===== src/sha256_ctr_stream_cipher_top_defines.svh =====
// assertion helpers shared by the rtl
`ifndef SHA256_CTR_STREAM_CIPHER_TOP_DEFINES_SVH
`define SHA256_CTR_STREAM_CIPHER_TOP_DEFINES_SVH

// implication checked on every edge outside reset
`define SCS_ASSERT_IMP(label, clk, rst_n, ante, cons, msg) \
    label: assert property (@(posedge clk) disable iff (!rst_n) (ante) |-> (cons)) \
        else $error(msg);

// next-cycle implication
`define SCS_ASSERT_NEXT(label, clk, rst_n, ante, cons, msg) \
    label: assert property (@(posedge clk) disable iff (!rst_n) (ante) |=> (cons)) \
        else $error(msg);

`endif


===== src/scs_pkg.sv =====
`default_nettype none
package scs_pkg;
    localparam int NonceBytes = 16;
    localparam int NonceBits  = NonceBytes * 8;
    localparam int HdrBytes   = 3 + NonceBytes;
    localparam int MsgBytes   = 32 + NonceBytes + 4;
    localparam int NumBlk     = (MsgBytes + 9 + 63) / 64;
    localparam int MsgBits    = NumBlk * 512;
    localparam int HdrW       = $clog2(HdrBytes + 1);
    localparam int BlkW       = (NumBlk > 1) ? $clog2(NumBlk) : 1;

    localparam logic [2:0] CfgKey0  = 3'd0;
    localparam logic [2:0] CfgKey1  = 3'd1;
    localparam logic [2:0] CfgKey2  = 3'd2;
    localparam logic [2:0] CfgKey3  = 3'd3;
    localparam logic [2:0] CfgNonceH = 3'd4;
    localparam logic [2:0] CfgNonceL = 3'd5;
    localparam logic [2:0] CfgDir   = 3'd6;

    localparam logic [1:0] StatOk    = 2'd0;
    localparam logic [1:0] StatShort = 2'd1;
    localparam logic [1:0] StatMagic = 2'd2;

    typedef enum logic [3:0] {
        ST_IDLE, ST_DECIDE, ST_HDR, ST_HASH_START, ST_HASH_WAIT, ST_XOR, ST_OUT
    } t_state;

    typedef struct packed {
        logic start;
    } t_hash_ctl;

    typedef struct packed {
        logic busy;
        logic done;
    } t_hash_sts;

    function automatic logic [7:0] magic_byte(input logic [1:0] idx);
        logic [7:0] r;
        begin
            unique case (idx)
                2'd0: r = 8'h55;
                2'd1: r = 8'h41;
                default: r = 8'h31;
            endcase
            return r;
        end
    endfunction

    function automatic logic [31:0] round_k(input logic [5:0] t);
        logic [31:0] k [64];
        begin
            k = '{
                32'h428a2f98,32'h71374491,32'hb5c0fbcf,32'he9b5dba5,
                32'h3956c25b,32'h59f111f1,32'h923f82a4,32'hab1c5ed5,
                32'hd807aa98,32'h12835b01,32'h243185be,32'h550c7dc3,
                32'h72be5d74,32'h80deb1fe,32'h9bdc06a7,32'hc19bf174,
                32'he49b69c1,32'hefbe4786,32'h0fc19dc6,32'h240ca1cc,
                32'h2de92c6f,32'h4a7484aa,32'h5cb0a9dc,32'h76f988da,
                32'h983e5152,32'ha831c66d,32'hb00327c8,32'hbf597fc7,
                32'hc6e00bf3,32'hd5a79147,32'h06ca6351,32'h14292967,
                32'h27b70a85,32'h2e1b2138,32'h4d2c6dfc,32'h53380d13,
                32'h650a7354,32'h766a0abb,32'h81c2c92e,32'h92722c85,
                32'ha2bfe8a1,32'ha81a664b,32'hc24b8b70,32'hc76c51a3,
                32'hd192e819,32'hd6990624,32'hf40e3585,32'h106aa070,
                32'h19a4c116,32'h1e376c08,32'h2748774c,32'h34b0bcb5,
                32'h391c0cb3,32'h4ed8aa4a,32'h5b9cca4f,32'h682e6ff3,
                32'h748f82ee,32'h78a5636f,32'h84c87814,32'h8cc70208,
                32'h90befffa,32'ha4506ceb,32'hbef9a3f7,32'hc67178f2};
            return k[t];
        end
    endfunction

    localparam logic [255:0] HashIv = {
        32'h6a09e667, 32'hbb67ae85, 32'h3c6ef372, 32'ha54ff53a,
        32'h510e527f, 32'h9b05688c, 32'h1f83d9ab, 32'h5be0cd19};
endpackage
`default_nettype wire


===== src/scs_if.sv =====
`default_nettype none
interface scs_in_if;
    logic       valid;
    logic       ready;
    logic [7:0] data_byte;
    logic       last;
    modport source (output valid, data_byte, last, input ready);
    modport sink   (input valid, data_byte, last, output ready);
endinterface

interface scs_out_if;
    logic       valid;
    logic       ready;
    logic [7:0] out_byte;
    logic       out_valid;
    logic       is_last;
    logic [1:0] status;
    modport source (output valid, out_byte, out_valid, is_last, status, input ready);
    modport sink   (input valid, out_byte, out_valid, is_last, status, output ready);
endinterface

interface scs_cfg_if;
    logic        valid;
    logic        ready;
    logic [2:0]  index;
    logic [63:0] data;
    modport source (output valid, index, data, input ready);
    modport sink   (input valid, index, data, output ready);
endinterface
`default_nettype wire


===== src/scs_hash_core.sv =====
`default_nettype none
// one sha-256 round per cycle while busy, with a fold step after each block, over all blocks of the padded message
module scs_hash_core (
    input  wire logic                      i_clk,
    input  wire logic                      i_rst_n,
    input  wire scs_pkg::t_hash_ctl        i_ctl,
    input  wire logic [scs_pkg::MsgBits-1:0] i_msg,
    output scs_pkg::t_hash_sts             o_sts,
    output logic [255:0]                   o_digest
);
    import scs_pkg::*;
    `include "sha256_ctr_stream_cipher_top_defines.svh"

    logic [31:0] r_w [16];
    logic [31:0] n_w [16];
    logic [31:0] r_v [8];
    logic [31:0] n_v [8];
    logic [31:0] r_h [8];
    logic [31:0] n_h [8];
    logic [5:0]  r_t, n_t;
    logic [BlkW-1:0] r_blk, n_blk;
    logic        r_busy, n_busy;
    logic        r_done, n_done;
    logic        r_fin, n_fin;

    logic [31:0] w_cur, w_new, t1, t2, s0, s1, e1, e0, ch, maj;

    function automatic logic [31:0] rotr(input logic [31:0] x, input int n);
        return (x >> n) | (x << (32 - n));
    endfunction

    always_comb begin
        s0 = rotr(r_w[1], 7) ^ rotr(r_w[1], 18) ^ (r_w[1] >> 3);
        s1 = rotr(r_w[14], 17) ^ rotr(r_w[14], 19) ^ (r_w[14] >> 10);
        w_new = s1 + r_w[9] + s0 + r_w[0];
        w_cur = (r_t < 6'd16) ? r_w[0] : w_new;
        e1 = rotr(r_v[4], 6) ^ rotr(r_v[4], 11) ^ rotr(r_v[4], 25);
        ch = (r_v[4] & r_v[5]) ^ (~r_v[4] & r_v[6]);
        t1 = r_v[7] + e1 + ch + round_k(r_t) + w_cur;
        e0 = rotr(r_v[0], 2) ^ rotr(r_v[0], 13) ^ rotr(r_v[0], 22);
        maj = (r_v[0] & r_v[1]) ^ (r_v[0] & r_v[2]) ^ (r_v[1] & r_v[2]);
        t2 = e0 + maj;
    end

    always_comb begin
        n_w = r_w; n_v = r_v; n_h = r_h; n_t = r_t; n_blk = r_blk;
        n_busy = r_busy; n_done = 1'b0; n_fin = 1'b0;
        if (i_ctl.start && !r_busy) begin
            for (int i = 0; i < 8; i++) begin
                n_h[i] = HashIv[255-32*i -: 32];
                n_v[i] = HashIv[255-32*i -: 32];
            end
            for (int i = 0; i < 16; i++) n_w[i] = i_msg[MsgBits-1-32*i -: 32];
            n_t = '0; n_blk = '0; n_busy = 1'b1;
        end else if (r_fin) begin
            // fold working vars into the chaining value
            for (int i = 0; i < 8; i++) begin
                n_h[i] = r_h[i] + r_v[i];
                n_v[i] = r_h[i] + r_v[i];
            end
            if (int'(r_blk) == NumBlk - 1) begin
                n_busy = 1'b0; n_done = 1'b1;
            end else begin
                n_blk = r_blk + 1'b1;
                for (int i = 0; i < 16; i++)
                    n_w[i] = i_msg[MsgBits-1-512*(int'(r_blk)+1)-32*i -: 32];
                n_t = '0;
            end
        end else if (r_busy) begin
            // schedule window slides by one word every round
            for (int i = 0; i < 15; i++) n_w[i] = r_w[i+1];
            n_w[15] = w_cur;
            n_v[7] = r_v[6]; n_v[6] = r_v[5]; n_v[5] = r_v[4];
            n_v[4] = r_v[3] + t1;
            n_v[3] = r_v[2]; n_v[2] = r_v[1]; n_v[1] = r_v[0];
            n_v[0] = t1 + t2;
            n_t = r_t + 6'd1;
            if (r_t == 6'd63) n_fin = 1'b1;
        end
    end

    always_ff @(posedge i_clk) begin
        r_w <= n_w; r_v <= n_v; r_h <= n_h; r_t <= n_t; r_blk <= n_blk;
        if (!i_rst_n) begin
            r_busy <= 1'b0; r_done <= 1'b0; r_fin <= 1'b0;
        end else begin
            r_busy <= n_busy; r_done <= n_done; r_fin <= n_fin;
        end
    end

    always_comb begin
        for (int i = 0; i < 8; i++) o_digest[255-32*i -: 32] = r_h[i];
        o_sts.busy = r_busy;
        o_sts.done = r_done;
    end

    `SCS_ASSERT_IMP(a_done_idle, i_clk, i_rst_n, r_done, !r_busy, "done while busy")
    `SCS_ASSERT_NEXT(a_fin_after_63, i_clk, i_rst_n, r_busy && !r_fin && r_t == 6'd63 && !(i_ctl.start && !r_busy), r_fin, "missing fold")
    `SCS_ASSERT_IMP(a_fin_busy, i_clk, i_rst_n, r_fin, r_busy, "fold while idle")
    `SCS_ASSERT_NEXT(a_start_busy, i_clk, i_rst_n, i_ctl.start && !r_busy, r_busy, "start ignored")
endmodule
`default_nettype wire


===== src/sha256_ctr_stream_cipher_top.sv =====
// Byte stream cipher: each data byte is XORed with a SHA-256 counter-mode keystream
// (block k = SHA-256(key || nonce || k as 4 little-endian bytes)). Encrypt mode
// (direction 1) prefixes each message with "UA1" and the nonce; decrypt mode checks
// the magic, takes the nonce from the stream and reports short or bad containers
// through status. Each payload byte is XORed with the next byte of the current keystream
// block; the first payload byte and every 32nd after it first run a new keystream block
// through the single shared round unit, one 512-bit message block, and the byte waits
// until the hash is done. Encrypt adds 19 header words before the
// first byte of a message. Configure only while idle.
`default_nettype none
module sha256_ctr_stream_cipher_top (
    input  wire logic i_clk,
    input  wire logic i_rst_n,
    scs_in_if.sink    i_in,
    scs_out_if.source o_out,
    scs_cfg_if.sink   i_cfg
);
    import scs_pkg::*;
    `include "sha256_ctr_stream_cipher_top_defines.svh"

    logic [63:0]  r_key [4];
    logic [63:0]  r_nonce_h, r_nonce_l;
    logic         r_dir;
    logic [NonceBits-1:0] r_nonce_st, n_nonce_st;
    logic [31:0]  r_ctr, n_ctr;
    logic [255:0] r_ks, n_ks;
    logic [5:0]   r_pos, n_pos;
    logic [HdrW-1:0] r_hdr, n_hdr;
    logic         r_failed, n_failed;
    logic         r_mode, n_mode;
    logic [7:0]   r_byte, n_byte;
    logic         r_last, n_last;
    logic         r_pay, n_pay;
    logic [HdrW-1:0] r_emit, n_emit;
    t_state       r_state, n_state;
    logic [7:0]   r_ob, n_ob;
    logic         r_ov, n_ov, r_ol, n_ol;
    logic [1:0]   r_os, n_os;
    logic         o_fire;

    t_hash_ctl    hctl;
    t_hash_sts    hsts;
    logic [255:0] digest;
    logic [MsgBits-1:0] msg;

    always_comb begin
        msg = '0;
        msg[MsgBits-1 -: 256] = {r_key[0], r_key[1], r_key[2], r_key[3]};
        msg[MsgBits-257 -: NonceBits] = r_nonce_st;
        msg[MsgBits-257-NonceBits -: 32] = {r_ctr[7:0], r_ctr[15:8], r_ctr[23:16], r_ctr[31:24]};
        msg[MsgBits-1-8*MsgBytes -: 8] = 8'h80;
        msg[63:0] = 64'(MsgBytes * 8);
    end

    scs_hash_core u_hash (
        .i_clk(i_clk), .i_rst_n(i_rst_n), .i_ctl(hctl), .i_msg(msg),
        .o_sts(hsts), .o_digest(digest)
    );

    assign i_cfg.ready = (r_state == ST_IDLE);
    assign i_in.ready  = (r_state == ST_IDLE);
    assign o_fire = o_out.valid && o_out.ready;

    always_ff @(posedge i_clk) begin
        if (!i_rst_n) begin
            for (int i = 0; i < 4; i++) r_key[i] <= '0;
            r_nonce_h <= '0; r_nonce_l <= '0; r_dir <= 1'b0;
        end else if (i_cfg.valid && i_cfg.ready) begin
            unique case (i_cfg.index)
                CfgKey0: r_key[0] <= i_cfg.data;
                CfgKey1: r_key[1] <= i_cfg.data;
                CfgKey2: r_key[2] <= i_cfg.data;
                CfgKey3: r_key[3] <= i_cfg.data;
                CfgNonceH: r_nonce_h <= i_cfg.data;
                CfgNonceL: r_nonce_l <= i_cfg.data;
                CfgDir: r_dir <= i_cfg.data[0];
                default: ;
            endcase
        end
    end

    // next state
    always_comb begin
        n_state = r_state;
        unique case (r_state)
            ST_IDLE: if (i_in.valid) n_state = ST_DECIDE;
            ST_DECIDE: begin
                priority if (r_mode && r_emit != '0) n_state = ST_HDR;
                else if (r_mode || r_pay)
                    n_state = (r_pos[5]) ? ST_HASH_START : ST_XOR;
                else if (r_last) n_state = ST_OUT;
                else n_state = ST_IDLE;
            end
            ST_HDR: if (o_fire) n_state = ST_DECIDE;
            ST_HASH_START: n_state = ST_HASH_WAIT;
            ST_HASH_WAIT: if (hsts.done) n_state = ST_XOR;
            ST_XOR: n_state = ST_OUT;
            ST_OUT: if (o_fire) n_state = ST_IDLE;
            default: n_state = ST_IDLE;
        endcase
    end

    // datapath and outputs
    always_comb begin
        n_nonce_st = r_nonce_st; n_ctr = r_ctr; n_ks = r_ks; n_pos = r_pos;
        n_hdr = r_hdr; n_failed = r_failed; n_mode = r_mode; n_byte = r_byte;
        n_last = r_last; n_emit = r_emit; n_ob = r_ob; n_ov = r_ov; n_ol = r_ol;
        n_os = r_os; n_pay = r_pay;
        hctl.start = 1'b0;
        unique case (r_state)
            ST_IDLE: if (i_in.valid) begin
                n_byte = i_in.data_byte; n_last = i_in.last; n_emit = '0;
                // decrypt payload word, header already complete and magic good
                n_pay = !(r_hdr == '0 ? r_dir : r_mode) && r_hdr == HdrW'(HdrBytes)
                        && !r_failed;
                if (r_hdr == '0) begin
                    n_mode = r_dir; n_ctr = '0; n_pos = 6'd32; n_failed = 1'b0;
                    if (r_dir) begin
                        n_nonce_st = '0;
                        n_nonce_st[NonceBits-1 -: 64] = r_nonce_h;
                        if (NonceBytes > 8)
                            n_nonce_st[NonceBits-65 -: ((NonceBytes > 16) ? 64 : NonceBits-64)]
                                = r_nonce_l[63 -: ((NonceBytes > 16) ? 64 : NonceBits-64)];
                        n_emit = HdrW'(HdrBytes);
                        n_hdr = HdrW'(HdrBytes);
                    end
                end
                if (!(r_hdr == '0 ? r_dir : r_mode) && r_hdr < HdrW'(HdrBytes)) begin
                    if (r_hdr < HdrW'(3)) begin
                        if (i_in.data_byte != magic_byte(r_hdr[1:0])) n_failed = 1'b1;
                    end else begin
                        n_nonce_st = r_nonce_st << 8;
                        n_nonce_st[7:0] = i_in.data_byte;
                    end
                    n_hdr = r_hdr + 1'b1;
                    n_ob = '0; n_ov = 1'b0; n_ol = 1'b1;
                    n_os = (r_hdr + 1'b1 < HdrW'(HdrBytes)) ? StatShort
                         : ((n_failed) ? StatMagic : StatOk);
                end else if (!(r_hdr == '0 ? r_dir : r_mode) && r_failed) begin
                    n_ob = '0; n_ov = 1'b0; n_ol = 1'b1; n_os = StatMagic;
                end
            end
            ST_DECIDE: if (r_mode && r_emit != '0) begin
                // header words: magic then nonce bytes, in order
                if (HdrW'(HdrBytes) - r_emit < HdrW'(3))
                    n_ob = magic_byte(2'(HdrW'(HdrBytes) - r_emit));
                else
                    n_ob = r_nonce_st[8*int'(r_emit)-1 -: 8];
                n_ov = 1'b1; n_ol = 1'b0; n_os = StatOk;
                n_emit = r_emit - 1'b1;
            end
            ST_HASH_START: hctl.start = 1'b1;
            ST_HASH_WAIT: if (hsts.done) begin
                n_ks = digest; n_pos = '0; n_ctr = r_ctr + 32'd1;
            end
            ST_XOR: begin
                n_ob = r_byte ^ r_ks[255-8*int'(r_pos[4:0]) -: 8];
                n_ov = 1'b1; n_ol = r_last; n_os = StatOk;
                n_pos = r_pos + 6'd1;
            end
            ST_OUT: if (o_fire && r_last) n_hdr = '0;
            default: ;
        endcase
        if (r_state == ST_DECIDE && n_state == ST_IDLE && r_last) n_hdr = '0;
    end

    always_ff @(posedge i_clk) begin
        r_nonce_st <= n_nonce_st; r_ks <= n_ks; r_byte <= n_byte; r_last <= n_last;
        r_ob <= n_ob; r_ov <= n_ov; r_ol <= n_ol; r_os <= n_os; r_pay <= n_pay;
        if (!i_rst_n) begin
            r_state <= ST_IDLE; r_ctr <= '0; r_pos <= 6'd32; r_hdr <= '0;
            r_failed <= 1'b0; r_mode <= 1'b0; r_emit <= '0;
        end else begin
            r_state <= n_state; r_ctr <= n_ctr; r_pos <= n_pos; r_hdr <= n_hdr;
            r_failed <= n_failed; r_mode <= n_mode; r_emit <= n_emit;
        end
    end

    assign o_out.valid     = (r_state == ST_HDR) || (r_state == ST_OUT);
    assign o_out.out_byte  = r_ob;
    assign o_out.out_valid = r_ov;
    assign o_out.is_last   = r_ol;
    assign o_out.status    = r_os;

    `SCS_ASSERT_IMP(a_ready_idle, i_clk, i_rst_n, i_in.ready, !o_out.valid, "ready while result held")
    `SCS_ASSERT_IMP(a_hdr_ok, i_clk, i_rst_n, r_state == ST_HDR, r_os == StatOk && !r_ol, "bad header word")
    `SCS_ASSERT_IMP(a_xor_pos, i_clk, i_rst_n, r_state == ST_XOR, !r_pos[5], "keystream exhausted")
endmodule
`default_nettype wire


===== src/flat_wrapper.sv =====
// flat-port wrapper written by rule: the top's interface ports become plain ports
module sha256_ctr_stream_cipher_top_flat import scs_pkg::*;
  (i_clk, i_rst_n, i_in_valid, i_in_data_byte, i_in_last, i_in_ready, o_out_valid, o_out_out_byte, o_out_out_valid, o_out_is_last, o_out_status, o_out_ready, i_cfg_valid, i_cfg_index, i_cfg_data, i_cfg_ready);
  scs_in_if i_in_i ();
  scs_out_if o_out_i ();
  scs_cfg_if i_cfg_i ();
  input  wire logic i_clk;
  input  wire logic i_rst_n;
  input wire logic [$bits(i_in_i.valid)-1:0] i_in_valid;
  input wire logic [$bits(i_in_i.data_byte)-1:0] i_in_data_byte;
  input wire logic [$bits(i_in_i.last)-1:0] i_in_last;
  output wire logic [$bits(i_in_i.ready)-1:0] i_in_ready;
  output wire logic [$bits(o_out_i.valid)-1:0] o_out_valid;
  output wire logic [$bits(o_out_i.out_byte)-1:0] o_out_out_byte;
  output wire logic [$bits(o_out_i.out_valid)-1:0] o_out_out_valid;
  output wire logic [$bits(o_out_i.is_last)-1:0] o_out_is_last;
  output wire logic [$bits(o_out_i.status)-1:0] o_out_status;
  input wire logic [$bits(o_out_i.ready)-1:0] o_out_ready;
  input wire logic [$bits(i_cfg_i.valid)-1:0] i_cfg_valid;
  input wire logic [$bits(i_cfg_i.index)-1:0] i_cfg_index;
  input wire logic [$bits(i_cfg_i.data)-1:0] i_cfg_data;
  output wire logic [$bits(i_cfg_i.ready)-1:0] i_cfg_ready;
  assign i_in_i.valid = i_in_valid;
  assign i_in_i.data_byte = i_in_data_byte;
  assign i_in_i.last = i_in_last;
  assign i_in_ready = i_in_i.ready;
  assign o_out_valid = o_out_i.valid;
  assign o_out_out_byte = o_out_i.out_byte;
  assign o_out_out_valid = o_out_i.out_valid;
  assign o_out_is_last = o_out_i.is_last;
  assign o_out_status = o_out_i.status;
  assign o_out_i.ready = o_out_ready;
  assign i_cfg_i.valid = i_cfg_valid;
  assign i_cfg_i.index = i_cfg_index;
  assign i_cfg_i.data = i_cfg_data;
  assign i_cfg_ready = i_cfg_i.ready;
  sha256_ctr_stream_cipher_top u_core (.i_clk(i_clk), .i_rst_n(i_rst_n), .i_in(i_in_i), .o_out(o_out_i), .i_cfg(i_cfg_i));
endmodule

===== config.mk =====
export PLATFORM = sky130hd
export DESIGN_NAME = sha256_ctr_stream_cipher_top_flat
export DESIGN_NICKNAME = d
export VERILOG_FILES = /design/src/scs_pkg.sv /design/src/scs_if.sv /design/src/scs_hash_core.sv /design/src/sha256_ctr_stream_cipher_top.sv /design/src/flat_wrapper.sv
export VERILOG_INCLUDE_DIRS = /design/src /design/src/src
export SDC_FILE = /design/constraint.sdc
export NUM_CORES = 2
export LEC_CHECK = 0
export BUFFER_PORTS_ARGS = -buffer_cell sky130_fd_sc_hd__buf_4
export CORE_MARGIN = 4
export CORE_UTILIZATION = 35
export DETAILED_ROUTE_END_ITERATION = 16
export PLACE_DENSITY = 0.57
export SLEW_MARGIN = 20
export SYNTH_ARGS = -nofsm -noshare
export SYNTH_HDL_FRONTEND = slang
export SYNTH_HIERARCHICAL = 1
export SYNTH_SLANG_ARGS = --single-unit

===== constraint.sdc =====
create_clock -name i_clk -period 57.8 [get_ports i_clk]
set_input_delay 0 -clock i_clk [delete_from_list [all_inputs] [get_ports i_clk]]
set_output_delay 0 -clock i_clk [all_outputs]
set_load 0.005 [all_outputs]

==> results.py <==
metrics = {
    "floorplanning": {
        "rows": 201,
        "fp.coreArea_mm2": 0.300,
        "start_util_pct": 35.2,
        "dieArea_mm2": 0.311,
        "die_y_um": 557,
        "ioPinCount": 96,
        "chipWidth_um": 557,
    },
    "status": {
        "status": "finished, final reports clean",
    },
    "cells_and_area": {
        "area_growth_pct": 13.2,
        "finalNonFillerCells": 15100,
        "fin_area_mm2": 0.120,
        "fillerInstances": 29300,
        "final_core_util_pct": 39.9,
        "drive_gt1_share_pct": 7.87,
        "fin_nets": 11600,
    },
    "routing": {
        "drtIter0Drc": 8656,
        "ant_nets": 0,
        "vias": 83800,
        "drc_errors": 0,
        "wl_per_cell_um": 26.8,
        "totalWireLength_um": 403000,
        "avgViaCountPerCell": 5.57,
        "drt-pass1-iter-count": 8,
    },
    "job": {
        "maxCapViolations": 0,
    },
    "logic_synthesis": {
        "syn_inst": 10800,
        "synthesis.area_mm2": 0.106,
        "avgSynthCellArea_um2": 9.76,
        "yosysWarnings": 7,
    },
    "global_routing": {
        "antenna_found_initial": 28,
        "met1_usage_pct": 33.8,
        "top_usage_layer": "met2",
        "grt_pass1_vias": 79500,
        "track_usage_pct": 25.0,
        "grt_pass1_wl_um": 574000,
        "use_met3_pct": 3.56,
        "grt_overflow": 0,
        "gr-usage-met2_pct": 40.1,
        "grt_max_degree": 182,
    },
    "sta": {
        "max_freq_mhz": 87.6,
        "finalSetupViolCount": 0,
        "relSlewSlack_pct": 19.1,
        "drv_slew": 0,
        "max_slew.worst_pin.slew_ns": 1.20,
        "fin_setup_tns_ns": 0,
        "finalHoldViolCount": 0,
        "rsz0062_at_grt": "false",
        "fin_crit_sh_pct": 19.8,
        "period_minus_slack_ns": 11.42,
        "holdWs_ns": 0.0527,
        "clock_skew_ns": 0.104,
        "fin_ws_ns": 46.38,
    },
    "worst_setup_path": {
        "required_ns": 58.59,
        "cp.arrival_ns": 12.20,
        "critPathSlowestCell": "fa_1",
        "path_max_fanout": 6,
        "endpoint_kind": "register",
        "slowest_delay_ns": 0.53,
        "cp-start-kind": "register",
        "critPathKind": "reg -> reg",
    },
    "clock_tree": {
        "cts_resized": 0,
        "clock_latency_ns": 0.93,
        "numCtsBuffers": 218,
        "cts_root_buf": "clkbuf_16",
        "clk_path_buf_depth": 4,
        "clkTransAtPathRegs_ns": 0.06,
        "cts_tree": "yes",
        "numClockSinks": 1878,
        "cts.htree.levels": 4,
    },
    "placement": {
        "dp.final_hpwl_um": 289000,
        "globalplace.congestion": 0.936,
        "port_buffers": 95,
        "place_ws_ns": 46.58,
        "place_area_mm2": 0.111,
        "place_inst": 14500,
    },
    "hold_path": {
        "hold_class": "in -> reg",
    },
    "power_and_ir_drop": {
        "p_int_mw": 4.03,
        "p_clk_share_pct": 19.3,
        "p_comb_share_pct": 60.2,
        "switching_share_pct": 46.9,
        "p_sw_mw": 3.55,
        "p_leak_nw": 47.2,
        "powerDensity_mw_per_mm2": 63.4,
        "ir_worst_vdd_v": 0.000129,
        "seq_power_share_pct": 20.5,
        "total_power_mw": 7.58,
    },
}
## power by group through the flow
stage	Clock [mW]	Sequential [mW]	Combinational [mW]
floorplan	0	1.52	3.04
global route	1.54	1.56	4.91
CTS	1.48	1.55	4.47
global placement	0	1.58	4.40
finish	1.46	1.56	4.56
detailed placement	0	1.58	4.42
## metal layers
metal  wire length [µm]  vias up  share of wire, %
met1             170000    41400                42
met3              28700      758               7.1
li1                   -    38100                 -
met5                 26        -            0.0064
met4              21100        4               5.2
met2             184000     3480                46
## worst max-delay path, delay by kind of cell, from the launching register on
| kind | cells | cell delay [ns] |
|---|---|---|
| AOI/OAI and AO/OA | 15 | 3.26 |
| xor gates and xnor gates | 6 | 1.54 |
| adders and majority gates | 10 | 4.13 |
| buffers and inverters | 7 | 0.46 |
| DFF | 1 | 0.46 |
| and+or+nand+nor | 6 | 1.42 |
## area by class of cell
type                            count  area (µm²)  share of cell area, %
Clock inverter                    123        1410                   1.18
Antenna cell                        7        17.5                 0.0146
Inverter                          561        2110                   1.77
Multi-Input combinational cell   7841       52200                   43.7
Tap cell                         3958        4950                   4.14
Timing Repair Buffer              397        3440                   2.88
Sequential cell                  1878       49400                   41.3
Clock buffer                      285        6080                   5.09
## what timing repair did
item	4_1_cts	5_1_grt
hold endpoints to repair	503	0
buffers inserted	0	0
hold buffers	144	0
## final timing paths
kind | cells after the start | slack (ns) | start | endpoint
hold reg to reg | 2 | 0.45 | u_core/r_nonce_h[60] | u_core/r_nonce_h[60]
setup / recovery | 44 | 46.38 | u_core/u_hash/r_w[456] | u_core/u_hash/r_v[255]
hold / removal | 4 | 0.05 | i_cfg_data[47] | u_core/r_nonce_l[47]
setup reg to reg | 44 | 46.38 | u_core/u_hash/r_w[456] | u_core/u_hash/r_v[255]
## layout by cell type (no fill, tap or decap), types with 144 or more instances in the layout
master,instances
a21o_1,189
ha_1,404
a21oi_1,769
nand2_1,1727
o21ai_0,1023
dfxtp_1,697
fa_1,195
inv_1,555
xor2_1,201
nor2_1,579
edfxtp_1,1174
dlygate4sd3_1,144
buf_4,245
mux2i_1,374
xnor2_1,405
clkbuf_16,223
and2_1,284
## flip-flops by register name, summed over array words and instances (netlist names), 6 cells and up
signal and count:
u_core/o_out.out_byte 8, u_core/r_byte 8, u_core/r_ctr 32, u_core/r_key 256
u_core/r_ks 256, u_core/r_nonce_h 64, u_core/r_nonce_l 64, u_core/r_nonce_st 128
u_core/r_pos 6, u_core/u_hash/o_digest 256, u_core/u_hash/r_t 6, u_core/u_hash/r_v 256
u_core/u_hash/r_w 512
No activity file was read; power rests on OpenSTA's default activity.
